==> src/rtl/core/plcc_pkg.sv <==
`timescale 1ns / 1ps
// ----------------------------------------------------------------------------
// plcc_pkg
// Shared types, codes and constants of the pixel lookup color converter.
// ----------------------------------------------------------------------------
package plcc_pkg;

  localparam int unsigned ChanW  = 8;
  localparam int unsigned ValW   = 16;
  localparam int unsigned DensW  = 18;
  localparam int unsigned LumW   = 15;
  localparam int unsigned LumPW  = 23;
  localparam int unsigned CfgIdxW = 2;

  localparam logic [ChanW-1:0] ChanMax      = 8'd255;
  localparam logic [ValW-1:0]  ValMax       = 16'd65535;
  localparam logic [DensW-1:0] DensityUnity = 18'd65536;

  // luminance weights, sum is 100
  localparam int unsigned LumR = 31;
  localparam int unsigned LumG = 61;
  localparam int unsigned LumB = 8;

  // luminance * alpha / 25500 by reciprocal: floor(2^26 / 25500)
  localparam int unsigned LumDiv    = 25500;
  localparam int unsigned LumRecip  = 2631;
  localparam int unsigned LumShift  = 26;

  typedef enum logic [1:0] {
    MODE_RGB2RGB   = 2'd0,
    MODE_RGB2GRAY  = 2'd1,
    MODE_GRAY2GRAY = 2'd2,
    MODE_GRAY2RGB  = 2'd3
  } mode_e;

  typedef enum logic {
    OP_CONVERT = 1'b0,
    OP_WRITE   = 1'b1
  } op_e;

  typedef enum logic [1:0] {
    TAB_COMP  = 2'd0,
    TAB_RED   = 2'd1,
    TAB_GREEN = 2'd2,
    TAB_BLUE  = 2'd3
  } tab_e;

  typedef enum logic [CfgIdxW-1:0] {
    CFG_MODE       = 2'd0,
    CFG_HAS_ALPHA  = 2'd1,
    CFG_DENSITY    = 2'd2,
    CFG_MONOCHROME = 2'd3
  } cfg_idx_e;

  typedef struct packed {
    mode_e             mode;
    logic              has_alpha;
    logic [DensW-1:0]  density;
    logic              monochrome;
  } cfg_t;

  // table access issued by the index pipeline
  typedef struct packed {
    logic              valid;
    logic              wr;
    tab_e              sel;
    logic [ChanW-1:0]  idx_a;
    logic [ChanW-1:0]  idx_b;
    logic [ChanW-1:0]  idx_c;
    logic [ValW-1:0]   wdata;
    logic              last;
  } lut_req_t;

  // registered table read data
  typedef struct packed {
    logic              valid;
    logic              last;
    logic [ValW-1:0]   comp;
    logic [ValW-1:0]   red;
    logic [ValW-1:0]   green;
    logic [ValW-1:0]   blue;
  } lut_rsp_t;

  // exact floor(x / 255) for x up to 255 * 255
  function automatic logic [ChanW-1:0] div255(input logic [ValW-1:0] x);
    logic [ValW:0] s;
    s = {1'b0, x} + 17'd1 + {9'd0, x[15:8]};
    return s[15:8];
  endfunction

endpackage

==> src/rtl/core/plcc_density.sv <==
`timescale 1ns / 1ps
// ----------------------------------------------------------------------------
// plcc_density
// Channel selection, density scaling with saturation, and the output register.
// ----------------------------------------------------------------------------
module plcc_density import plcc_pkg::*; (
  input  logic            clk_i,
  input  logic            rst_ni,
  input  logic            adv_i,
  input  cfg_t            cfg_i,
  input  lut_rsp_t        rsp_i,
  output logic            out_valid_o,
  output logic [ValW-1:0] out_a_o,
  output logic [ValW-1:0] out_b_o,
  output logic [ValW-1:0] out_c_o,
  output logic            row_end_o
);

  logic [ValW-1:0]  va, vb, vc;
  logic             dens, gray;
  logic [33:0]      da_d, db_d, dc_d;

  logic             v6_q, last6_q, dens_a6_q, dens_bc6_q;
  logic [ValW-1:0]  va6_q, vb6_q, vc6_q;
  logic [DensW-1:0] da6_q, db6_q, dc6_q;
  logic [ValW-1:0]  ra, rb, rc;

  logic             out_valid_q, row_end_q;
  logic [ValW-1:0]  out_a_q, out_b_q, out_c_q;

  function automatic logic [ValW-1:0] dens_sat(input logic [DensW-1:0] drop);
    return (drop >= DensW'(ValMax)) ? '0 : ValMax - drop[ValW-1:0];
  endfunction

  always_comb begin
    case (cfg_i.mode)
      MODE_RGB2GRAY, MODE_GRAY2GRAY: begin
        gray = 1'b1;
        va   = rsp_i.comp;
        vb   = '0;
        vc   = '0;
        dens = !cfg_i.monochrome;
      end
      MODE_RGB2RGB: begin
        gray = 1'b0;
        va   = rsp_i.red;
        vb   = rsp_i.green;
        vc   = rsp_i.blue;
        dens = cfg_i.density < DensityUnity;
      end
      default: begin
        gray = 1'b0;
        va   = rsp_i.red;
        vb   = rsp_i.green;
        vc   = rsp_i.blue;
        dens = 1'b1;
      end
    endcase
  end

  assign da_d = 34'(ValMax - va) * 34'(cfg_i.density);
  assign db_d = 34'(ValMax - vb) * 34'(cfg_i.density);
  assign dc_d = 34'(ValMax - vc) * 34'(cfg_i.density);

  assign ra = dens_a6_q  ? dens_sat(da6_q) : va6_q;
  assign rb = dens_bc6_q ? dens_sat(db6_q) : vb6_q;
  assign rc = dens_bc6_q ? dens_sat(dc6_q) : vc6_q;

  always_ff @(posedge clk_i or negedge rst_ni) begin
    if (!rst_ni) begin
      v6_q        <= 1'b0;
      out_valid_q <= 1'b0;
    end else if (adv_i) begin
      v6_q        <= rsp_i.valid;
      out_valid_q <= v6_q;
    end
  end

  always_ff @(posedge clk_i) begin
    if (adv_i) begin
      last6_q    <= rsp_i.last;
      dens_a6_q  <= dens;
      dens_bc6_q <= dens && !gray;
      va6_q      <= va;
      vb6_q      <= vb;
      vc6_q      <= vc;
      da6_q      <= da_d[33:16];
      db6_q      <= db_d[33:16];
      dc6_q      <= dc_d[33:16];

      row_end_q  <= last6_q;
      out_a_q    <= ra;
      out_b_q    <= rb;
      out_c_q    <= rc;
    end
  end

  assign out_valid_o = out_valid_q;
  assign out_a_o     = out_a_q;
  assign out_b_o     = out_b_q;
  assign out_c_o     = out_c_q;
  assign row_end_o   = row_end_q;

endmodule

==> config.mk <==
export PLATFORM = sky130hd
export DESIGN_NAME = plcc_density
export DESIGN_NICKNAME = d
export VERILOG_FILES = /design/src/rtl/core/plcc_pkg.sv /design/src/rtl/core/plcc_density.sv
export SDC_FILE = /design/constraint.sdc
export NUM_CORES = 2
export LEC_CHECK = 0
export BUFFER_PORTS_ARGS = -buffer_cell sky130_fd_sc_hd__buf_4
export CAP_MARGIN = 20
export CORE_ASPECT_RATIO = 0.6
export CORE_MARGIN = 2
export CORE_UTILIZATION = 30
export CTS_BUF_LIST = sky130_fd_sc_hd__clkbuf_4
export DETAILED_ROUTE_END_ITERATION = 10
export PLACE_DENSITY = 0.42
export SETUP_SLACK_MARGIN = 0.5
export SLEW_MARGIN = 5
export SYNTH_ARGS = -nofsm -noshare
export SYNTH_HDL_FRONTEND = slang
export SYNTH_SLANG_ARGS = --single-unit
==> constraint.sdc <==
create_clock -name clk_i -period 4.6 [get_ports clk_i]
set_clock_uncertainty 0.2 [all_clocks]
set_input_delay 0 -clock clk_i [delete_from_list [all_inputs] [get_ports clk_i]]
set_output_delay 0 -clock clk_i [all_outputs]
set_load 0.005 [all_outputs]
# Word level (Yosys, flattened, before mapping)
# Cells that the tools add are included.
totals:
  reg_bits: 156
  word_cells: 46
  input_bits: 91
  output_inout_bits: 50
op_classes:
  n_reduce_logical: 5
  eq_ne: 2
  magnitude_cmp: 4
  n_mux: 11
  multipliers: 3
  addsub: 6
op_table:
  columns: ["cell", "count"]
  rows:
  - ["16-bit 2-to-1 mux", 9]
  - ["17-bit by 19-bit multiplier with 34-bit output", 3]
  - ["18-bit by 16-bit greater-or-equal comparator with 1-bit output (second input constant)", 3]
  - ["16-bit by 16-bit subtractor with 17-bit output (first input constant)", 3]
  - ["16-bit subtractor (first input constant)", 3]
  - ["18-bit by 17-bit < comparator with 1-bit output (second input constant)", 1]
  - ["2-bit by 1-bit == test with 1-bit output (second input constant)", 1]
  - ["2-bit == test (second input constant)", 1]
  - ["1-bit logical NOT", 2]
  - ["2-bit logical NOT", 1]
  - ["1-bit one-hot mux with 2 select lines", 1]
  - ["2-bit OR reduction", 1]
  - ["1-bit logical AND", 1]
  - ["1-bit 2-to-1 mux", 1]

# Logic depth before layout (Yosys ltp)
depth:
  word_depth: 5
  mapped_depth: 28
  mapped_depth_nobuf: 26

# Worst setup path before layout
# No wires, ideal clock.
synth_timing:
  path_kind: "input -> register"
  start: "input cfg_i[20] in the netlist's numbering"
  end: "register da6_q[16] (data pin)"
  setup_ns: 0.260
  slack_ns: -2.435
  arrival_time_ns: 6.575
  stages: 27
  path_buffers: 2
  required_ns: 4.140
  path_cell_list: "inv_1 -> ha_1 -> buf_1 -> mux2i_1 -> clkbuf_1 -> nand2_1 -> fa_1 -> inv_1 -> fa_1 -> inv_1 -> fa_1 -> inv_1 -> fa_1 -> fa_1 -> inv_1 -> fa_1 -> inv_1 -> ha_1 -> and4_1 -> nand2_1 -> a211oi_2 -> o311a_1 -> o2111a_2 -> o211ai_2 -> o31a_1 -> o21bai_2 -> xor2_1"
synth_via:
  elab_chain_cells: 5
  word_cells_on_any_way: 6
  cone_classes: "add/sub: 1; mul: 1; eq/ne: 2; mux: 1; reduce/logical: 1"
synth_rtl:
  columns: ["item", "line", "rtl"]
  rows:
  - ["start: declaration", "plcc_density.sv:10", "input cfg_t cfg_i,"]
  - ["2-bit by 1-bit == test with 1-bit output or 2-bit == test (tied branches)", "plcc_density.sv:36", "case (cfg_i.mode)"]
  - ["2-bit OR reduction *", "plcc_density.sv:36", null]
  - ["16-bit 2-to-1 mux *", "plcc_density.sv:36", null]
  - ["16-bit by 16-bit subtractor with 17-bit output *", "plcc_density.sv:61", "assign da_d = 34'(ValMax - va) * 34'(cfg_i.density);"]
  - ["17-bit by 19-bit multiplier with 34-bit output *", "plcc_density.sv:61", null]
  - ["named net da_d[32]", "plcc_density.sv:21", "logic [33:0] da_d, db_d, dc_d;"]
  - ["end signal: assignment", "plcc_density.sv:87", "da6_q <= da_d[33:16];"]
  - ["end: declaration", "plcc_density.sv:25", "logic [DensW-1:0] da6_q, db6_q, dc6_q;"]
# The timed path passes the listed nets; every way through them passes the cells marked *.
# A chain may end at the register's enable or synchronous reset.

# Worst setup path after layout
layout_timing:
  start: "input cfg_i[21] in the netlist's numbering"
  end: "register dc6_q[17] (data pin)"
layout_via:
  elab_chain_cells: 5
  word_cells_on_any_way: 6
  cone_classes: "add/sub: 1; mul: 1; eq/ne: 2; mux: 1; reduce/logical: 1"
layout_rtl:
  columns: ["item", "line", "rtl"]
  rows:
  - ["2-bit by 1-bit == test with 1-bit output or 2-bit == test (tied branches)", "plcc_density.sv:36", null]
  - ["2-bit OR reduction *", "plcc_density.sv:36", null]
  - ["16-bit 2-to-1 mux *", "plcc_density.sv:36", null]
  - ["16-bit by 16-bit subtractor with 17-bit output *", "plcc_density.sv:63", "assign dc_d = 34'(ValMax - vc) * 34'(cfg_i.density);"]
  - ["17-bit by 19-bit multiplier with 34-bit output *", "plcc_density.sv:63", null]
  - ["named net dc_d[33]", "plcc_density.sv:21", null]
  - ["end signal: assignment", "plcc_density.sv:89", "dc6_q <= dc_d[33:16];"]
  - ["end: declaration", "plcc_density.sv:25", null]
# Marks and branches as above.

==> flow_summary.toml <==
[global_route]
grt_pass1_wl_mm = 163
grt_start_max_net_pins = 82
antenna_found_initial = 5
grt_busiest_layer = "met1"
use_met2 = 0.271
use_met1 = 0.293
use_met3 = 0.0315
grt_pass1_vias = 26400
grtUsageTotal = 0.188
grt-ovfl-total = 0

[setup_path]
reg2reg_slack_ns = 2.08
path_buf_inv = 14
start_kind = "primary input"
reg2reg_depth = 4
cp-startpoint = "cfg_i[21]"
worstPathArrival_ns = 6.43
cp_max_fo = 5
required_ns = 5.09
rr_endpoint = "out_b_o[8]"
worstSetupEndpoint = "dc6_q[17]"
cp_top_family = "adder cells"
crit_slowest_cell = "fa_1"
crit_type = "primary input to register"
cpMostUsedCell = "fa_1"
timing.rr.start = "db6_q[14]"
end_kind = "register"
worstSetupPathDepth = 32
max_stage_delay_ns = 0.53

[yosys]
synth.net_count = 4685
ys_seq_area_frac = 0.139
synth_top_area_frac = 0.394
yosysWarnings = 0
avgSynthCellArea_um2 = 9.40
syn_area_um2 = 33700
synth-async-reset-ratio = 0.0128
ys_ff_latch = 156
yosysTopAreaCell = "fa_1"
yosysMostFrequentCell = "inv_1"
syn_inst = 3581
ys_top_cells_by_area = "fa_1 39%, edfxtp_1 14%, ha_1 13%"
ys.flop_type = "edfxtp_1"
synth_edf_count = 154
synth_cell_type_count = 64
synth_common_cells = "981 x inv_1, 663 x fa_1, 481 x nand2_1, 390 x and2_1, 350 x ha_1"

[sta]
worstMarginPinSlew_ns = 0.741
slew_headroom = 0.506
finalSetupViolations = 54
finalCriticalPeriod_ns = 5.95
setup_slack_ns = -1.35
final-max-slew-violation-count = 0
finalCritPeriodShare = 1.29
max_freq_mhz = 168
hold_slack_ns = 0.118
rsz0062_at_grt = "yes"
hold_viol_final = 0

[floorplan]
dieArea_um2 = 115000
core_area_um2 = 112000
die_w_um = 436
io_pins = 141
num_rows = 95
initial_utilization = 0.302
fp.dieH_um = 263

[drt]
drt_iter0_drc = 1252
drc = 0
wl_per_cell_um = 18.4
ant_nets = 0
first_pass_iters = 5
num_vias = 24500
post_drt_via_cell_ratio = 4.33
wirelength_mm = 104

[min_path]
min_from = "rsp_i[26]"
hold_path.class = "primary input to register"

[cts]
cts_root_buf = "clkbuf_4"
htreeDepth = 4
cts.clk_slew.worst_paths_ns = 0.24
cts_sinks = 156
clk_latency_ns = 0.92
numCtsBuffers = 17
cts_tree = "yes"
cts.path.max_buffers = 2

[outcome]
status = "complete, but fails checks"
violations = "negative setup slack"

[finish]
n_fill_cell = 11400
fin_nets = 5242
area_growth_pct = 27.8
drive_gt1_frac = 0.226

[place]
portBuffers = 139
place_congestion = 0.811
dp_hpwl_mm = 85.3

[job]
maxCapViolations = 0
[placed cells by master, fill, tap and decap left out, types with 17 or more instances in the layout]
cell	n
a21o_1	27
a21oi_1	17
a21oi_2	23
and2_1	369
and2_4	22
buf_12	60
buf_4	513
buf_6	54
clkbuf_4	17
dlygate4sd3_1	74
edfxtp_1	154
fa_1	632
fa_2	31
ha_1	327
ha_4	21
inv_1	935
inv_2	44
nand2_1	462
nand2_2	17
nand2b_4	19
nand4_1	21
nor2_1	21
o22ai_1	42
xnor2_1	33
[tightest hold or removal path, delay by kind of cell]
kind / cells / cell delay, ns
and+or+nand+nor: 1 / 0.08
buffers and inverters: 5 / 1.07
[worst min path at each step]
| stage | end | cells past startpoint |
|---|---|---|
| 2_1_floorplan | out_valid_o | 0 |
| 3_3_place_gp | out_valid_o | 1 |
| 3_5_place_dp | v6_q | 1 |
| 4_1_cts | vc6_q[3] | 6 |
| 5_1_grt | vc6_q[3] | 6 |
| 6_report | vb6_q[10] | 6 |
[logic make-up (layout without fill, tap and decap cells)]
family	after synthesis	in the layout	share of synthesized area
other	0	8	0
AO/OA/AOI/OAI	173	173	0.0369
buffers and inverters	1154	1724	0.129
flip-flops	156	156	0.139
AND/OR/NAND/NOR	1005	1005	0.149
multiplexers	24	24	0.00743
XOR/XNOR	56	56	0.0146
adder cells (fa/ha/maj)	1013	1013	0.524
[flip-flops by register name, summed over array words and instances (netlist names)]
signal,flops
va6_q,16
out_a_o,16
vc6_q,16
dens_a6_q,1
v6_q,1
out_valid_o,1
db6_q,18
vb6_q,16
dens_bc6_q,1
last6_q,1
out_b_o,16
da6_q,18
dc6_q,18
out_c_o,16
row_end_o,1
[cell type report]
cell class / count / area (um2) / area share
Sequential cell: 156 / 4670 / 0.109
Clock inverter: 15 / 128 / 0.00297
Inverter: 981 / 3690 / 0.0859
Antenna cell: 8 / 20.0 / 0.000466
Multi-Input combinational cell: 2271 / 25900 / 0.601
Clock buffer: 17 / 128 / 0.00297
Timing Repair Buffer: 711 / 6620 / 0.154
Tap cell: 1503 / 1880 / 0.0437
[through the flow]
| stage | instance area [um2] | TNS [ns] | std cells | worst slack [ns] | util |
|---|---|---|---|---|---|
| finish | 43000 | -57.73 | 5662 | -1.35 | 0.385 |
| global route | 43000 | -61.07 | 5662 | -1.41 | 0.385 |
| CTS | 42500 | -49.58 | 5635 | -1.20 | 0.381 |
| detailed placement | 40000 | -126.37 | 5480 | -2.68 | 0.359 |
| global placement | 40000 | -125.23 | 5480 | -2.69 | 0.359 |
| floorplan | 34100 | -75.41 | 3581 | -1.74 | - |
[repair_timing]
item | CTS | global route
hold endpoints to repair | 210 | 0
endpoints found under the setup margin | 54 | 54
cloned | 5 | 0
pin swaps | 116 | 105
setup buffers | 43 | 19
gates resized for setup | 211 | 100
hold buffers | 75 | 0
[routing by layer]
metal  wire length (um)  vias to the layer above  share of wire
met5                 26                        -        0.00025
met4               1350                        4          0.013
met3               4540                       53          0.044
met2              43700                      369           0.42
met1              54400                    12500           0.52
li1                   -                    11600              -
Power is left out: the tool's default activity adds up to more than one toggle a clock period on the data nets, which glitch-free logic cannot reach.
