--- config.mk ---
export PLATFORM = sky130hd
export DESIGN_NAME = plcc_index
export DESIGN_NICKNAME = d
export VERILOG_FILES = /design/src/rtl/core/plcc_pkg.sv /design/src/rtl/core/plcc_index.sv
export SDC_FILE = /design/constraint.sdc
export NUM_CORES = 2
export LEC_CHECK = 0
export BUFFER_PORTS_ARGS = -buffer_cell sky130_fd_sc_hd__buf_2
export CORE_MARGIN = 4
export CORE_UTILIZATION = 50
export CTS_CLUSTER_SIZE = 8
export DETAILED_ROUTE_END_ITERATION = 8
export PLACE_DENSITY = 0.67
export SYNTH_ARGS = -nofsm -noshare
export SYNTH_HDL_FRONTEND = slang
export SYNTH_SLANG_ARGS = --single-unit
--- constraint.sdc ---
create_clock -name clk_i -period 11.9 [get_ports clk_i]
set_input_delay 2.38 -clock clk_i [delete_from_list [all_inputs] [get_ports clk_i]]
set_output_delay 2.38 -clock clk_i [all_outputs]
set_load 0.02 [all_outputs]
--- src/rtl/core/plcc_pkg.sv ---
`timescale 1ns / 1ps
// ----------------------------------------------------------------------------
// plcc_pkg
// Shared types, codes and constants of the pixel lookup color converter.
// ----------------------------------------------------------------------------
package plcc_pkg;

  localparam int unsigned ChanW  = 8;
  localparam int unsigned ValW   = 16;
  localparam int unsigned DensW  = 18;
  localparam int unsigned LumW   = 15;
  localparam int unsigned LumPW  = 23;
  localparam int unsigned CfgIdxW = 2;

  localparam logic [ChanW-1:0] ChanMax      = 8'd255;
  localparam logic [ValW-1:0]  ValMax       = 16'd65535;
  localparam logic [DensW-1:0] DensityUnity = 18'd65536;

  // luminance weights, sum is 100
  localparam int unsigned LumR = 31;
  localparam int unsigned LumG = 61;
  localparam int unsigned LumB = 8;

  // luminance * alpha / 25500 by reciprocal: floor(2^26 / 25500)
  localparam int unsigned LumDiv    = 25500;
  localparam int unsigned LumRecip  = 2631;
  localparam int unsigned LumShift  = 26;

  typedef enum logic [1:0] {
    MODE_RGB2RGB   = 2'd0,
    MODE_RGB2GRAY  = 2'd1,
    MODE_GRAY2GRAY = 2'd2,
    MODE_GRAY2RGB  = 2'd3
  } mode_e;

  typedef enum logic {
    OP_CONVERT = 1'b0,
    OP_WRITE   = 1'b1
  } op_e;

  typedef enum logic [1:0] {
    TAB_COMP  = 2'd0,
    TAB_RED   = 2'd1,
    TAB_GREEN = 2'd2,
    TAB_BLUE  = 2'd3
  } tab_e;

  typedef enum logic [CfgIdxW-1:0] {
    CFG_MODE       = 2'd0,
    CFG_HAS_ALPHA  = 2'd1,
    CFG_DENSITY    = 2'd2,
    CFG_MONOCHROME = 2'd3
  } cfg_idx_e;

  typedef struct packed {
    mode_e             mode;
    logic              has_alpha;
    logic [DensW-1:0]  density;
    logic              monochrome;
  } cfg_t;

  // table access issued by the index pipeline
  typedef struct packed {
    logic              valid;
    logic              wr;
    tab_e              sel;
    logic [ChanW-1:0]  idx_a;
    logic [ChanW-1:0]  idx_b;
    logic [ChanW-1:0]  idx_c;
    logic [ValW-1:0]   wdata;
    logic              last;
  } lut_req_t;

  // registered table read data
  typedef struct packed {
    logic              valid;
    logic              last;
    logic [ValW-1:0]   comp;
    logic [ValW-1:0]   red;
    logic [ValW-1:0]   green;
    logic [ValW-1:0]   blue;
  } lut_rsp_t;

  // exact floor(x / 255) for x up to 255 * 255
  function automatic logic [ChanW-1:0] div255(input logic [ValW-1:0] x);
    logic [ValW:0] s;
    s = {1'b0, x} + 17'd1 + {9'd0, x[15:8]};
    return s[15:8];
  endfunction

endpackage

--- src/rtl/core/plcc_index.sv ---
`timescale 1ns / 1ps
// ----------------------------------------------------------------------------
// plcc_index
// Four-stage pipeline that blends against white and forms the table indexes.
// ----------------------------------------------------------------------------
module plcc_index import plcc_pkg::*; (
  input  logic             clk_i,
  input  logic             rst_ni,
  input  logic             adv_i,
  input  logic             in_valid_i,
  input  cfg_t             cfg_i,
  input  logic             opcode_i,
  input  logic [ChanW-1:0] chan_a_i,
  input  logic [ChanW-1:0] chan_b_i,
  input  logic [ChanW-1:0] chan_c_i,
  input  logic [ChanW-1:0] alpha_i,
  input  logic             last_pixel_i,
  input  logic [1:0]       table_select_i,
  input  logic [ChanW-1:0] table_index_i,
  input  logic [ValW-1:0]  table_value_i,
  output lut_req_t         req_o
);

  // control common to all stages
  typedef struct packed {
    op_e              op;
    logic             last;
    tab_e             sel;
    logic [ChanW-1:0] tidx;
    logic [ValW-1:0]  tval;
  } ctl_t;

  logic v1_q, v2_q, v3_q, v4_q;
  ctl_t ctl1_q, ctl2_q, ctl3_q, ctl4_q;

  // stage 1: raw fields
  logic [ChanW-1:0] ca1_q, cb1_q, cc1_q, al1_q;
  logic [ChanW-1:0] eal1;
  logic [ValW-1:0]  pa_d, pb_d, pc_d;
  logic [LumW-1:0]  lum_d;

  // stage 2: products
  logic [ValW-1:0]  pa2_q, pb2_q, pc2_q;
  logic [LumW-1:0]  lum2_q;
  logic [ChanW-1:0] eal2_q;
  logic [ChanW-1:0] bla_d, blb_d, blc_d;
  logic [LumPW-1:0] lump_d;

  // stage 3: blended channels, weighted luminance
  logic [ChanW-1:0] bla3_q, blb3_q, blc3_q, eal3_q;
  logic [LumPW-1:0] lump3_q;
  logic [34:0]      qprod;
  logic [ChanW-1:0] qe_d;

  // stage 4: quotient estimate and correction
  logic [ChanW-1:0] bla4_q, blb4_q, blc4_q, eal4_q, qe4_q;
  logic [LumPW-1:0] lump4_q;
  logic [LumPW-1:0] rem;
  logic [ChanW-1:0] q_fix, lidx;
  logic [ChanW-1:0] idx_a, idx_b, idx_c;

  // no alpha behaves as fully opaque
  assign eal1 = cfg_i.has_alpha ? al1_q : ChanMax;
  assign pa_d = ValW'(ca1_q) * ValW'(eal1);
  assign pb_d = ValW'(cb1_q) * ValW'(eal1);
  assign pc_d = ValW'(cc1_q) * ValW'(eal1);
  assign lum_d = LumW'(ca1_q) * LumW'(LumR) + LumW'(cb1_q) * LumW'(LumG)
               + LumW'(cc1_q) * LumW'(LumB);

  assign bla_d  = div255(pa2_q) + (ChanMax - eal2_q);
  assign blb_d  = div255(pb2_q) + (ChanMax - eal2_q);
  assign blc_d  = div255(pc2_q) + (ChanMax - eal2_q);
  // lum / 100 equals lum * 255 / 25500, so one path serves both cases
  assign lump_d = LumPW'(lum2_q) * LumPW'(eal2_q);

  assign qprod = 35'(lump3_q) * 35'(LumRecip);
  assign qe_d  = qprod[LumShift +: ChanW];

  // estimate is low by at most one
  assign rem   = lump4_q - LumPW'(qe4_q) * LumPW'(LumDiv);
  assign q_fix = qe4_q + ChanW'(rem >= LumPW'(LumDiv));
  assign lidx  = q_fix + (ChanMax - eal4_q);

  always_comb begin
    case (cfg_i.mode)
      MODE_RGB2RGB: begin
        idx_a = bla4_q;
        idx_b = blb4_q;
        idx_c = blc4_q;
      end
      MODE_RGB2GRAY: begin
        idx_a = lidx;
        idx_b = lidx;
        idx_c = lidx;
      end
      default: begin
        idx_a = bla4_q;
        idx_b = bla4_q;
        idx_c = bla4_q;
      end
    endcase
  end

  always_ff @(posedge clk_i or negedge rst_ni) begin
    if (!rst_ni) begin
      v1_q <= 1'b0;
      v2_q <= 1'b0;
      v3_q <= 1'b0;
      v4_q <= 1'b0;
    end else if (adv_i) begin
      v1_q <= in_valid_i;
      v2_q <= v1_q;
      v3_q <= v2_q;
      v4_q <= v3_q;
    end
  end

  always_ff @(posedge clk_i) begin
    if (adv_i) begin
      ctl1_q  <= '{op: op_e'(opcode_i), last: last_pixel_i, sel: tab_e'(table_select_i),
                   tidx: table_index_i, tval: table_value_i};
      ca1_q   <= chan_a_i;
      cb1_q   <= chan_b_i;
      cc1_q   <= chan_c_i;
      al1_q   <= alpha_i;

      ctl2_q  <= ctl1_q;
      pa2_q   <= pa_d;
      pb2_q   <= pb_d;
      pc2_q   <= pc_d;
      lum2_q  <= lum_d;
      eal2_q  <= eal1;

      ctl3_q  <= ctl2_q;
      bla3_q  <= bla_d;
      blb3_q  <= blb_d;
      blc3_q  <= blc_d;
      lump3_q <= lump_d;
      eal3_q  <= eal2_q;

      ctl4_q  <= ctl3_q;
      bla4_q  <= bla3_q;
      blb4_q  <= blb3_q;
      blc4_q  <= blc3_q;
      lump4_q <= lump3_q;
      eal4_q  <= eal3_q;
      qe4_q   <= qe_d;
    end
  end

  always_comb begin
    req_o.valid = v4_q;
    req_o.wr    = (ctl4_q.op == OP_WRITE);
    req_o.sel   = ctl4_q.sel;
    req_o.idx_a = (ctl4_q.op == OP_WRITE) ? ctl4_q.tidx : idx_a;
    req_o.idx_b = idx_b;
    req_o.idx_c = idx_c;
    req_o.wdata = ctl4_q.tval;
    req_o.last  = ctl4_q.last;
  end

`ifndef ASSERT_OFF
  a_recip_within_one: assert property (@(posedge clk_i) disable iff (!rst_ni)
    v4_q |-> (rem < LumPW'(2 * LumDiv)))
    else $error("luminance quotient estimate off by more than one");
`endif

endmodule

# Yosys cells after proc, flatten, opt, wreduce, memory -nomap -nowiden
# Cells that the tools add are included.
# W data, S select, Z words.
[totals]
ff_bits = 337
wordCells = 76
[op_classes]
add_sub_neg = 16
mul = 8
order_cmp = 1
eq_ne = 1
n_mux = 5
reduce_logical = 1
[ops]
columns = ["op", "n"]
rows = [
  ["$add A16 B1 Y16 const B", 3],
  ["$add A16 B8 Y16", 3],
  ["$mul A8 B8 Y16", 3],
  ["$mul A23 B12 Y34 const B", 1],
  ["$add A8 B8 Y8", 4],
  ["$pmux W8 S2", 2],
  ["$mux W8", 3],
  ["$ge A23 B15 Y1 const B", 1],
  ["$mul A15 B8 Y23", 1],
  ["$sub A23 B23 Y23", 1],
  ["$mul A8 B13 Y21 const B", 1],
  ["$sub A8 B8 Y8 const A", 2],
  ["$add A13 B14 Y15", 1],
  ["$add A15 B11 Y15", 1],
  ["$mul A8 B6 Y14 const B", 1],
  ["$mul A8 B5 Y13 const B", 1],
  ["$add A8 B1 Y8", 1],
  ["$eq A2 B1 Y1 const B", 1],
  ["$logic_not A2 Y1", 1],
]

# Depth between registers and ports, before layout
[logic_depth]
ltp_word = 7
mapped_depth = 37

# Worst setup path before layout
# No wires, ideal clock.
[synth_timing]
path_type = "reg2out"
from = "reg qe4_q[5]"
to = "out req_o[24] (netlist name)"
arrival_time_ns = 7.917
required_ns = 9.520
path_slack_ns = 1.603
path_stages_with_launch = 34
cell_sequence = "edfxtp_1 -> fa_1 -> inv_1 -> fa_1 -> fa_1 -> fa_1 -> inv_1 -> ha_1 -> or3_1 -> o2111ai_2 -> a21boi_1 -> o41a_1 -> a21o_1 -> a21oi_1 -> xor2_1 -> ha_1 -> a21oi_1 -> and3_1 -> or4_1 -> a21oi_1 -> a21oi_1 -> or2_2 -> mux2i_1 -> nand4_1 -> fa_1 -> a21o_1 -> a21oi_1 -> o21bai_1 -> a21oi_1 -> o21bai_1 -> a21oi_1 -> xnor2_1 -> nor2_1 -> nor3_1"
[synth_lines]
columns = ["element", "line_no", "source"]
rows = [
  ["from (decl)", "plcc_index.sv:56", "logic [ChanW-1:0] bla4_q, blb4_q, blc4_q, eal4_q, qe4_q;"],
  ["from (signal assigned)", "plcc_index.sv:147", "qe4_q <= qe_d;"],
  ["to (decl)", "plcc_index.sv:21", "output lut_req_t req_o"],
]

==> results.py <==
metrics = {
    "outcome": {
        "outcome": "completed",
    },
    "synth": {
        "synth_area_leaders": "edfxtp_1 (32%), fa_1 (22%), ha_1 (18%)",
        "synth_ff_type": "edfxtp_1",
        "synth_nets": 3623,
        "synth_mux_area_frac": 0.00438,
        "synth_edf_count": 331,
        "yosysTopAreaCellShare": 0.319,
        "synth_top_area_cell": "edfxtp_1",
        "yosysSeqAreaShare": 0.322,
        "synth_area_per_cell_sq_um": 11.3,
        "synth-seq-cells": 335,
        "synth.distinct_cells": 65,
        "ys_async_sr_fraction": 0.0119,
        "synth_top_family_by_area": "adder cells",
        "synthesis.instances": 2746,
        "synthSimpleGateAreaFrac": 0.0922,
        "synth_compound_area_frac": 0.0671,
        "yosys_warnings": 0,
        "synth_xor_xnor_area_share": 0.0416,
        "synth_adder_area_share": 0.402,
        "synth_area_sq_um": 31200,
    },
    "finish": {
        "insertedDiodeCount": 0,
        "fin_util": 0.550,
        "stdcell_count": 3714,
        "nNetsFinal": 3736,
        "syn_to_final_growth_pct": 8.97,
        "post-route-cell-area_sq_um": 34000,
        "drive_above_1_share": 0.0713,
    },
    "sta": {
        "fin_crit_sh": 0.962,
        "max_freq_mhz": 87.4,
        "hold_violations": 0,
        "tightestPinTransition_ps": 1110,
        "fin_skew_ps": 41.2,
        "slew_headroom": 0.262,
        "slew_violations": 0,
        "setup_viol": 0,
        "fin_crit_ps": 11450,
        "whs_ps": 411,
    },
    "detailed_routing": {
        "vias": 19400,
        "remaining_drc_errors": 0,
        "drt_iter0_drc": 1051,
        "post_drt_wl_per_cell_um": 16.0,
        "firstDrtPassIters": 6,
        "via_per_inst": 5.22,
        "routed_wirelength_um": 59500,
        "ant_nets": 0,
    },
    "clocking": {
        "cts_tree": "done",
        "clk_pin_slew_ps": 50,
        "root_buffer": "clkbuf_16",
        "h-tree-depth": 2,
        "clock_latency_ps": 590,
        "cts_hold_buf": 0,
        "cts_sinks": 335,
        "cts_buffer_depth": 3,
        "cts_made_buffers": 48,
    },
    "placed_design": {
        "hpwlAfterDp_um": 46400,
        "placed_area_sq_um": 32500,
        "gp_congestion": 0.823,
        "place_inst": 3643,
        "io_buffers": 111,
    },
    "worst_setup_path": {
        "r2r_cells": 17,
        "critPathMaxFanout": 7,
        "cpMaxStageDelayCell": "fa_1",
        "worstSetupEndpointType": "primary output",
        "r2r_slack_ps": 6310,
        "max_stage_delay_ps": 600,
        "crit_type": "reg2out",
        "worstPathRequired_ps": 9520,
        "reg2reg_from": "ca1_q[2]$_DFFE_PP_",
        "crit_buf_inv": 3,
        "worst_r2r_endpoint": "lum2_q[14]$_DFFE_PP_",
        "cpMostUsedCell": "a21oi_1",
        "start_kind": "flop",
        "cpLargestDelayFamily": "adder cells",
        "critical_path_arrival_ps": 9070,
    },
    "die": {
        "die_w_um": 258,
        "core_sq_um": 61700,
        "dieArea_sq_um": 66400,
        "fp.dieH_um": 258,
        "ioPinCount": 131,
        "initial_core_util": 0.505,
        "rows": 91,
    },
    "hold_path": {
        "hold-path-endpoint": "ctl2_q[24]$_DFFE_PP_",
        "hp-start": "ctl1_q[24]$_DFFE_PP_",
        "whs_path_depth": 0,
        "hp-class": "reg2reg",
    },
    "flow_run": {
        "cap_violations": 0,
    },
    "grt": {
        "grt_max_degree": 171,
        "antenna_found_initial": 0,
        "grt_pass1_wl_um": 103000,
        "overflow": 0,
        "grt_pass1_vias": 21100,
        "track_usage": 0.187,
    },
}
==> cells in the mapped netlist (4+ instances only) <==
cell type  instances
a211o_1            4
a211oi_1           6
a21boi_0           6
a21o_1            32
a21oi_1          103
a31oi_1            9
and2_1           158
and3_1            15
buf_4             21
clkbuf_1          36
dfrtp_1            4
edfxtp_1         331
fa_1             350
ha_1             441
inv_1            506
mux2_2             4
mux2i_1            8
nand2_1          211
nand2b_1          30
nand3_1           19
nand4_1            4
nor2_1            74
nor2b_1           25
nor3_1            30
o2111ai_1          9
o211ai_1           5
o21a_1            30
o21ai_0           41
o21ai_1            8
o21bai_1          19
or2_2              5
or3_1              6
xnor2_1          101
xor2_1            47
==> layout by cell type, fill, tap and decap left out, types with 4 or more instances in the layout <==
master     Yosys  routed
or2_2          5       5
a211o_1        4       4
nor2_1        74      73
dfrtp_1        4       4
o2111ai_1      9       9
fa_1         350     349
inv_1        506     506
a21oi_2        3       6
nand2b_1      30      30
buf_2          0     110
o21ai_1        8      10
a21boi_0       6       6
ha_1         441     439
o211ai_1       5       5
clkbuf_1      36      15
or3_1          6       6
xnor2_1      101     101
o21a_1        30      30
a21o_1        32      32
nand2_1      211     211
mux2i_1        8       7
clkbuf_16      0      48
o21bai_1      19      19
nor2b_1       25      25
and2_1       158     158
and3_1        15      15
nor3_1        30      29
buf_4         21      10
o21ai_0       41      39
mux2_2         4       4
a21oi_1      103     100
edfxtp_1     331     331
nand3_1       19      19
xor2_1        47      47
a211oi_1       6       6
a31oi_1        9       9
nand4_1        4       4
==> layer usage <==
layer | vias to the layer above | wire [um] | GRT usage
li1 | 9241 | - | -
met1 | 9635 | 25900 | 0.245
met2 | 414 | 29700 | 0.330
met4 | 0 | 1560 | 0.0538
met5 | - | 0 | 0
met3 | 99 | 2390 | 0.0236
==> cell families after synthesis <==
logic type               Yosys count
AO/OA/AOI/OAI                    312
AND/OR/NAND/NOR                  582
XOR/XNOR                         148
multiplexers                      13
buffers and inverters            565
adder cells (fa/ha/maj)          791
flip-flops                       335
==> through the flow <==
step	setup slack (ps)	TNS [ps]
after floorplan	1600	0
after global placement	931	0
after detailed placement	853	0
after CTS	229	0
after global routing	-2.90	-2.90
final	455	0
==> timing repair <==
| action | 4_1_cts | 5_1_grt |
|---|---|---|
| gates resized for setup | 0 | 11 |
| setup buffers | 0 | 3 |
| endpoints found under the setup margin | 0 | 7 |
==> layout make-up <==
type | count | area (sq um)
Timing Repair Buffer | 122 | 661
Fill cell | 5297 | 27800
Tap cell | 837 | 1050
Clock inverter | 5 | 101
Sequential cell | 335 | 10000
Multi-Input combinational cell | 1846 | 19000
Clock buffer | 63 | 1260
Inverter | 506 | 1900
==> worst reg2reg max path: stages (launching register included) <==
cell and delay, ps:
edfxtp_1 650, fa_1 590, inv_1 50, fa_1 500, inv_1 60, fa_1 560
fa_1 440, fa_1 450, ha_1 330, a21o_1 190, a21oi_1 200, o21bai_1 90
a21oi_1 220, nor2b_1 100, o2111ai_1 170, nand2_1 100, o41ai_1 330, xor2_1 350
==> worst max path at each step <==
| stage | from | to | slack [ps] | cells after the start |
|---|---|---|---|---|
| floorplan | qe4_q[5]$_DFFE_PP_ | req_o[24] | 1600 | 33 |
| detailed placement | qe4_q[5]$_DFFE_PP_ | req_o[40] | 850 | 35 |
| CTS | qe4_q[5]$_DFFE_PP_ | req_o[40] | 230 | 35 |
| global placement | qe4_q[5]$_DFFE_PP_ | req_o[40] | 930 | 35 |
| global route | qe4_q[5]$_DFFE_PP_ | req_o[40] | -3 | 34 |
| finish | qe4_q[5]$_DFFE_PP_ | req_o[40] | 450 | 34 |
==> registers in the layout (all words and copies together), names as in the netlist, 15 cells and up <==
name / cells
pb2_q: 16
ctl2_q: 28
ctl3_q: 28
lum2_q: 15
ctl1_q: 28
pa2_q: 16
lump3_q: 23
pc2_q: 16
req_o: 20
lump4_q: 21
Power is not shown: default switching activity piles up to over one toggle a cycle in this logic, so the estimate is an artifact.
